### src/sv/masked_byte_pattern_scanner_top_defines.svh
// Assertion macros shared by the masked byte pattern scanner RTL.
// Each macro expects signals named clk and rst_n in the using module.
`ifndef MASKED_BYTE_PATTERN_SCANNER_TOP_DEFINES_SVH
`define MASKED_BYTE_PATTERN_SCANNER_TOP_DEFINES_SVH

// Same-cycle implication, checked on every rising edge outside reset.
`define MBPS_ASSERT_IMPL(label, ante, cons, msg) \
  label: assert property (@(posedge clk) disable iff (!rst_n) (ante) |-> (cons)) \
    else $error(msg);

// Next-cycle implication, checked on every rising edge outside reset.
`define MBPS_ASSERT_NEXT(label, ante, cons, msg) \
  label: assert property (@(posedge clk) disable iff (!rst_n) (ante) |=> (cons)) \
    else $error(msg);

`endif

### src/sv/mbps_pkg.sv
// Package for the masked byte pattern scanner: payload structs, register
// indexes, status codes and fixed constants. No dependencies.
package mbps_pkg;

  localparam int REG_BYTES = 24;
  localparam int INSTR_LEN = 7;
  localparam int DISP_AT   = 3;

  localparam int CFG_IDX_W = 3;

  localparam logic [CFG_IDX_W-1:0] REG_PAT_LOW   = 3'd0;
  localparam logic [CFG_IDX_W-1:0] REG_PAT_MID   = 3'd1;
  localparam logic [CFG_IDX_W-1:0] REG_PAT_HIGH  = 3'd2;
  localparam logic [CFG_IDX_W-1:0] REG_CARE_MASK = 3'd3;
  localparam logic [CFG_IDX_W-1:0] REG_PAT_LEN   = 3'd4;
  localparam logic [CFG_IDX_W-1:0] REG_SEC_BASE  = 3'd5;
  localparam logic [CFG_IDX_W-1:0] REG_RESOLVE   = 3'd6;
  localparam logic [CFG_IDX_W-1:0] REG_PICK_2ND  = 3'd7;

  localparam logic [1:0] ST_FOUND    = 2'd0;
  localparam logic [1:0] ST_NO_MATCH = 2'd1;
  localparam logic [1:0] ST_SHORT    = 2'd2;

  typedef struct packed {
    logic [7:0] data_byte;
    logic       last_byte;
  } in_item_t;

  typedef struct packed {
    logic [31:0] result_rva;
    logic [15:0] match_count;
    logic [1:0]  status;
  } out_item_t;

endpackage

### src/sv/masked_byte_pattern_scanner_top.sv
// Masked byte pattern scanner, top level and only module.
// Depends on mbps_pkg and masked_byte_pattern_scanner_top_defines.svh.
//
//   port group | direction | handshake        | payload
//   in_        | input     | in_valid/ready   | in_item_t  (data_byte, last_byte)
//   out_       | output    | out_valid/ready  | out_item_t (result_rva, match_count, status)
//   cfg_       | input     | cfg_we only      | cfg_index, cfg_wdata (64 bits)
//
// One byte per cycle. A request is held in the input register, where the shifted
// window is compared against the pattern and the section state is updated. The
// result of a last byte goes to the output register when that byte is processed.
// A stalled output blocks only a further last byte; other bytes keep flowing.
// Reset is synchronous and clears the window, the section state, the config registers and the valid bits.
`include "masked_byte_pattern_scanner_top_defines.svh"

module masked_byte_pattern_scanner_top import mbps_pkg::*; #(
  parameter int MAX_PATTERN = 24,
  parameter int COUNT_BITS  = 16
) (
  input  logic                 clk,
  input  logic                 rst_n,
  input  logic                 in_valid,
  output logic                 in_ready,
  input  in_item_t             in_data,
  output logic                 out_valid,
  input  logic                 out_ready,
  output out_item_t            out_data,
  input  logic                 cfg_we,
  input  logic [CFG_IDX_W-1:0] cfg_index,
  input  logic [63:0]          cfg_wdata
);

  localparam int LW = $clog2(MAX_PATTERN + 1);
  localparam int IW = $clog2(MAX_PATTERN);

  // Configuration registers.
  logic [63:0] pat_low_r, pat_mid_r, pat_high_r;
  logic [REG_BYTES-1:0] care_r;
  logic [4:0]  plen_r;
  logic [31:0] base_r;
  logic        resolve_r;
  logic        pick2_r;

  // Input register and output register.
  logic      s0_v_r;
  in_item_t  s0_r;
  logic      out_valid_r;
  out_item_t out_r;

  // Section state.
  logic [MAX_PATTERN-1:0][7:0] win_r, win_nxt;
  logic [31:0]           pos_r, pos_nxt;
  logic [COUNT_BITS-1:0] cnt_r, cnt_nxt;
  logic [31:0]           off1_r, off1_nxt, disp1_r, disp1_nxt;
  logic [31:0]           off2_r, off2_nxt, disp2_r, disp2_nxt;

  logic [REG_BYTES-1:0][7:0] pat;
  logic [LW-1:0]   len_eff;
  logic            hit, match_ok, proc, proc_ok, pick;
  logic [31:0]     moff, mdisp, off_sel, disp_sel, cnt32;
  out_item_t       res;

  assign pat = {pat_high_r, pat_mid_r, pat_low_r};

  // Configuration writes.
  always_ff @(posedge clk) begin
    if (!rst_n) begin
      pat_low_r  <= '0;
      pat_mid_r  <= '0;
      pat_high_r <= '0;
      care_r     <= '0;
      plen_r     <= 5'd1;
      base_r     <= '0;
      resolve_r  <= 1'b0;
      pick2_r    <= 1'b0;
    end else if (cfg_we) begin
      case (cfg_index)
        REG_PAT_LOW:   pat_low_r  <= cfg_wdata;
        REG_PAT_MID:   pat_mid_r  <= cfg_wdata;
        REG_PAT_HIGH:  pat_high_r <= cfg_wdata;
        REG_CARE_MASK: care_r     <= cfg_wdata[REG_BYTES-1:0];
        REG_PAT_LEN:   plen_r     <= cfg_wdata[4:0];
        REG_SEC_BASE:  base_r     <= cfg_wdata[31:0];
        REG_RESOLVE:   resolve_r  <= cfg_wdata[0];
        REG_PICK_2ND:  pick2_r    <= cfg_wdata[0];
        default: ;
      endcase
    end
  end

  // A zero length acts as one; lengths beyond the window clamp to its depth.
  always_comb begin
    int le;
    le = int'(plen_r);
    if (le == 0) le = 1;
    if (le > MAX_PATTERN) le = MAX_PATTERN;
    len_eff = LW'(le);
  end

  // Handshake: only a last byte needs the output register to be free.
  assign proc_ok  = !s0_r.last_byte || !out_valid_r || out_ready;
  assign proc     = s0_v_r && proc_ok;
  assign in_ready = !s0_v_r || proc_ok;

  assign win_nxt = {win_r[MAX_PATTERN-2:0], s0_r.data_byte};
  assign pos_nxt = (pos_r == '1) ? pos_r : pos_r + 32'd1;

  // Window tap j holds pattern position len-1-j.
  always_comb begin
    int pidx;
    hit = 1'b1;
    for (int j = 0; j < MAX_PATTERN; j++) begin
      pidx = int'(len_eff) - 1 - j;
      if (j < int'(len_eff) && pidx < REG_BYTES) begin
        if (care_r[5'(pidx)] && (win_nxt[j] != pat[5'(pidx)])) hit = 1'b0;
      end
    end
  end

  // Little-endian displacement at pattern positions 3 to 6.
  always_comb begin
    int didx;
    mdisp = '0;
    for (int k = 0; k < 4; k++) begin
      didx = int'(len_eff) - 1 - DISP_AT - k;
      mdisp[8*k +: 8] = win_nxt[IW'(didx)];
    end
    if (int'(len_eff) < INSTR_LEN) mdisp = '0;
  end

  assign match_ok = (pos_nxt >= 32'(len_eff)) && hit;
  assign moff     = pos_nxt - 32'(len_eff);

  always_comb begin
    cnt_nxt   = cnt_r;
    off1_nxt  = off1_r;
    disp1_nxt = disp1_r;
    off2_nxt  = off2_r;
    disp2_nxt = disp2_r;
    if (match_ok) begin
      if (cnt_r == '0) begin
        off1_nxt  = moff;
        disp1_nxt = mdisp;
      end else if (cnt_r == COUNT_BITS'(1)) begin
        off2_nxt  = moff;
        disp2_nxt = mdisp;
      end
      if (cnt_r != '1) cnt_nxt = cnt_r + COUNT_BITS'(1);
    end
  end

  // Result of the section, built from the state after this byte.
  always_comb begin
    pick     = pick2_r && (cnt_nxt >= COUNT_BITS'(2));
    off_sel  = pick ? off2_nxt : off1_nxt;
    disp_sel = pick ? disp2_nxt : disp1_nxt;
    cnt32    = 32'(cnt_nxt);
    res.match_count = cnt32[15:0];
    res.result_rva  = '0;
    if (resolve_r && (int'(len_eff) < INSTR_LEN)) begin
      res.status = ST_SHORT;
    end else if (cnt_nxt == '0) begin
      res.status = ST_NO_MATCH;
    end else begin
      res.status = ST_FOUND;
      if (resolve_r) begin
        res.result_rva = base_r + off_sel + 32'(INSTR_LEN) + disp_sel;
      end else begin
        res.result_rva = base_r + off_sel;
      end
    end
  end

  always_ff @(posedge clk) begin
    if (!rst_n) begin
      s0_v_r <= 1'b0;
    end else if (in_ready) begin
      s0_v_r <= in_valid;
    end
  end

  always_ff @(posedge clk) begin
    if (in_valid && in_ready) s0_r <= in_data;
  end

  // Section state returns to its reset value after each last byte.
  always_ff @(posedge clk) begin
    if (!rst_n || (proc && s0_r.last_byte)) begin
      win_r   <= '0;
      pos_r   <= '0;
      cnt_r   <= '0;
      off1_r  <= '0;
      disp1_r <= '0;
      off2_r  <= '0;
      disp2_r <= '0;
    end else if (proc) begin
      win_r   <= win_nxt;
      pos_r   <= pos_nxt;
      cnt_r   <= cnt_nxt;
      off1_r  <= off1_nxt;
      disp1_r <= disp1_nxt;
      off2_r  <= off2_nxt;
      disp2_r <= disp2_nxt;
    end
  end

  always_ff @(posedge clk) begin
    if (!rst_n) begin
      out_valid_r <= 1'b0;
    end else if (proc && s0_r.last_byte) begin
      out_valid_r <= 1'b1;
    end else if (out_ready) begin
      out_valid_r <= 1'b0;
    end
  end

  always_ff @(posedge clk) begin
    if (proc && s0_r.last_byte) out_r <= res;
  end

  assign out_valid = out_valid_r;
  assign out_data  = out_r;

  `MBPS_ASSERT_IMPL(a_empty_stage_ready, !s0_v_r, in_ready,
    "input register empty but request refused")
  `MBPS_ASSERT_IMPL(a_result_from_last, $rose(out_valid_r),
    $past(proc && s0_r.last_byte), "result appeared without a last byte")
  `MBPS_ASSERT_NEXT(a_section_cleared, proc && s0_r.last_byte,
    (pos_r == '0) && (cnt_r == '0), "section state not cleared after result")
  `MBPS_ASSERT_IMPL(a_rva_zero_on_miss, out_valid_r && (out_r.status != ST_FOUND),
    out_r.result_rva == '0, "nonzero address without a match")

endmodule

### config.mk
export PLATFORM = sky130hd
export DESIGN_NAME = masked_byte_pattern_scanner_top
export DESIGN_NICKNAME = d
export VERILOG_FILES = /design/src/sv/mbps_pkg.sv /design/src/sv/masked_byte_pattern_scanner_top.sv
export VERILOG_INCLUDE_DIRS = /design/src /design/src/sv
export SDC_FILE = /design/constraint.sdc
export NUM_CORES = 2
export LEC_CHECK = 0
export BUFFER_PORTS_ARGS = -buffer_cell sky130_fd_sc_hd__clkbuf_2
export CAP_MARGIN = 40
export CORE_ASPECT_RATIO = 1.75
export CORE_MARGIN = 2
export CORE_UTILIZATION = 32
export DETAILED_ROUTE_END_ITERATION = 10
export HOLD_SLACK_MARGIN = 0.1
export SLEW_MARGIN = 0
export SYNTH_ARGS = -nofsm -noshare
export SYNTH_HDL_FRONTEND = slang
export SYNTH_SLANG_ARGS = --single-unit
### constraint.sdc
create_clock -name clk -period 21.9 [get_ports clk]
set_clock_uncertainty 0.1 [all_clocks]
set_input_delay 3.285 -clock clk [delete_from_list [all_inputs] [get_ports clk]]
set_output_delay 3.285 -clock clk [all_outputs]
set_load 0.01 [all_outputs]
==> impl_metrics.tcl <==
set metrics [dict create \
    final_nets 7484 \
    synth.distinct_cells 101 \
    power.leakage_uw 0.0231 \
    drive_gt1_frac 0.143 \
    syn_inst 7450 \
    slew_headroom 0.248 \
    hp-class "flip-flop to flip-flop" \
    synth_area_leaders "dfxtp_1, mux4_2, nand2_1, mux2i_1, a21oi_1" \
    ys_seq_elements 676 \
    drt_wl_total_mm 384 \
    synth_edf_count 59 \
    ys_seq_area_frac 0.239 \
    synth.cell_area_um2 59200 \
    cts_tree "yes" \
    worstMarginPinSlew_ns 1.13 \
    ff2ff_setup_slack_ns 4.65 \
    rows 208 \
    groute.usage.overall 0.398 \
    htreeDepth 3 \
    io_pins 133 \
    cpMaxStageDelayCell "a222oi_1" \
    period_share 0.788 \
    viasPerCell 6.39 \
    drtIter0Drc 6960 \
    critPathLaunch "plen_r[4]" \
    crit_type "flip-flop to flip-flop" \
    antenna_left 0 \
    synth.net_count 7661 \
    wire_per_inst_um 39.3 \
    grt_setup_unrepaired "false" \
    initial_core_util 0.322 \
    yosysTopAreaCellShare 0.209 \
    maxCapViolCount 0 \
    worst_r2r_path_depth 57 \
    antenna_found_initial 38 \
    cts_buffers 75 \
    r2r_end "out_data[49]" \
    portBuffers 132 \
    min_from "disp2_r[18]" \
    critPathMaxFanout 120 \
    vdd_drop_max_uv 70.6 \
    synth_warnings 0 \
    die_area_um2 188000 \
    cts-root-buf "clkbuf_16" \
    yosysTopAreaCell "dfxtp_1" \
    min_period_ns 17.25 \
    pre_cts_ws_ns 5.25 \
    clk_path_buf_depth 3 \
    ys.flop_type "dfxtp_1" \
    finalSetupTns_ns 0 \
    gp_congestion 1.08 \
    grt_pass1_wl_mm 514 \
    post_cts_buffers 0 \
    clock_latency_ns 0.76 \
    grt_pass1_vias 59200 \
    core_um2 183000 \
    cp.arrival_ns 17.77 \
    dpl.hpwl_mm 297 \
    crit_end "out_data[49]" \
    cts.clk_slew.worst_paths_ns 0.07 \
    cpPeakStageDelay_ns 0.97 \
    end_kind "flip-flop" \
    first_pass_iters 8 \
    area_growth_pct 11.2 \
    cts-resized-gates 0 \
    crit_path_start_kind "flip-flop" \
    synthArstFlopShare 0 \
    die_h_um 573 \
    worst_slack_ns 4.65 \
    die_w_um 329 \
    status "complete, no violations" \
    syn_area_per_cell_um2 7.94 \
    final_core_util 0.358 \
    p_per_area_nw_per_um2 52.5 \
    reg2reg_from "plen_r[4]" \
    crit_top_cell "o21ai_0" \
    maxSlewViolCount 0 \
    hold_viol 0 \
    fmax_mhz 58.0 \
    cts_hold_buffers 0 \
    grt_max_degree 159 \
    vias 62400 \
    cts_sinks 676 \
    setup_viol 0 \
    post-route-drc-count 0 \
    overflow 0 \
    required_ns 22.42 \
]
[placed cells by master, fill, tap and decap left out, types with 47 or more instances in the layout]
master / count
xnor2_1: 248
a211oi_1: 128
inv_1: 97
edfxtp_1: 59
nor2b_1: 61
nand3_1: 119
o211ai_1: 49
mux4_2: 300
mux2i_1: 527
a221oi_1: 48
buf_4: 267
mux2_2: 47
a31oi_1: 127
dfxtp_1: 616
xor2_1: 137
clkbuf_2: 132
nor2_1: 328
ha_1: 124
nand2b_1: 53
nor3_1: 146
nand2_1: 1731
nand4_1: 47
o22ai_1: 52
a21boi_0: 258
clkbuf_16: 76
a21oi_1: 580
o21ai_0: 136
[how the worst min path moves through the flow]
| stage | depth (start not counted) | slack [ns] | to |
|---|---|---|---|
| 2_1_floorplan | 2 | 0.33 | disp1_r[0] |
| 3_3_place_gp | 2 | 0.33 | disp1_r[0] |
| 3_5_place_dp | 2 | 0.34 | disp2_r[10] |
| 4_1_cts | 2 | 0.35 | disp1_r[29] |
| 5_1_grt | 2 | 0.37 | disp2_r[17] |
| 6_report | 2 | 0.35 | disp2_r[18] |
[critical path, delay by kind of cell, from the launching register on]
family | cells | cell delay (ns)
compound gates | 23 | 6.18
mux | 2 | 0.62
buf+inv | 6 | 2.03
fa+ha+maj | 6 | 2.29
flops | 1 | 0.51
simple gates | 16 | 4.48
xor+xnor | 4 | 0.82
[area by class of cell]
| cell class | count | area, um^2 |
|---|---|---|
| fillers | 19100 | 118000 |
| multi-input cells | 5975 | 42200 |
| flip-flops and latches | 676 | 14100 |
| repair buffers | 438 | 3280 |
| well taps | 2415 | 3020 |
| clock buffers | 95 | 2060 |
| clock inverters | 40 | 558 |
| inverters | 107 | 419 |
| diodes | 25 | 62.6 |
[layer usage]
metal / up-vias / global-route usage / wire length, um
met3: 1485 / 0.0945 / 29500
li1: 26600 / - / -
met4: 18 / 0.446 / 55200
met1: 30800 / 0.388 / 120000
met2: 3554 / 0.653 / 179000
met5: - / 0.00129 / 117
[stage by stage]
| step | cell area [um^2] | power [uW] | hold slack, ns | instances |
|---|---|---|---|---|
| CTS | 65500 | 3440 | 0.351 | 9725 |
| finish | 65800 | 3450 | 0.352 | 9771 |
| global route | 65700 | 3540 | 0.367 | 9749 |
| floorplan | 59200 | 1730 | 0.327 | 7450 |
| global placement | 62200 | 2030 | 0.334 | 9534 |
| detailed placement | 62900 | 2040 | 0.343 | 9590 |
[kinds of logic (layout without fill, tap and decap cells)]
logic type,Yosys count,after routing,synth area share
compound gates,1772,1772,0.199
xor+xnor,405,405,0.0611
fa+ha+maj,130,130,0.0279
buf+inv,799,680,0.0544
flops,676,676,0.239
mux,879,879,0.213
other cells,0,25,0
simple gates,2789,2789,0.206
[synthesized netlist by cell type, types with 70 or more instances]
cell type,number
a211oi_1,133
a21boi_0,258
a21oi_1,582
a31oi_1,130
buf_1,73
buf_2,70
clkbuf_1,518
dfxtp_1,617
ha_1,127
inv_1,98
mux2i_1,529
mux4_2,300
nand2_1,1737
nand3_1,122
nor2_1,333
nor3_1,148
o21ai_0,137
xnor2_1,263
xor2_1,137
[state kept, by name, indices dropped and copies added, names as in the netlist]
signal / cells
s0_v_r: 1
off1_r: 32
win_nxt: 184
pat_low_r: 64
pick2_r: 1
resolve_r: 1
plen_r: 5
pos_r: 32
off2_r: 32
cnt_r: 16
pat_mid_r: 64
disp2_r: 32
disp1_r: 32
pat_high_r: 64
s0_r: 9
out_valid: 1
out_data: 50
base_r: 32
care_r: 24
[power by group]
| part | total (uW) | internal (uW) | leakage [uW] | switching, uW |
|---|---|---|---|---|
| Clock | 1420 | 776 | 0.00128 | 642 |
| Combinational | 731 | 226 | 0.0162 | 505 |
| Sequential | 1300 | 1270 | 0.00555 | 31.9 |
| Total | 3450 | 2270 | 0.0231 | 1180 |
No activity file was read; power rests on OpenSTA's default activity.
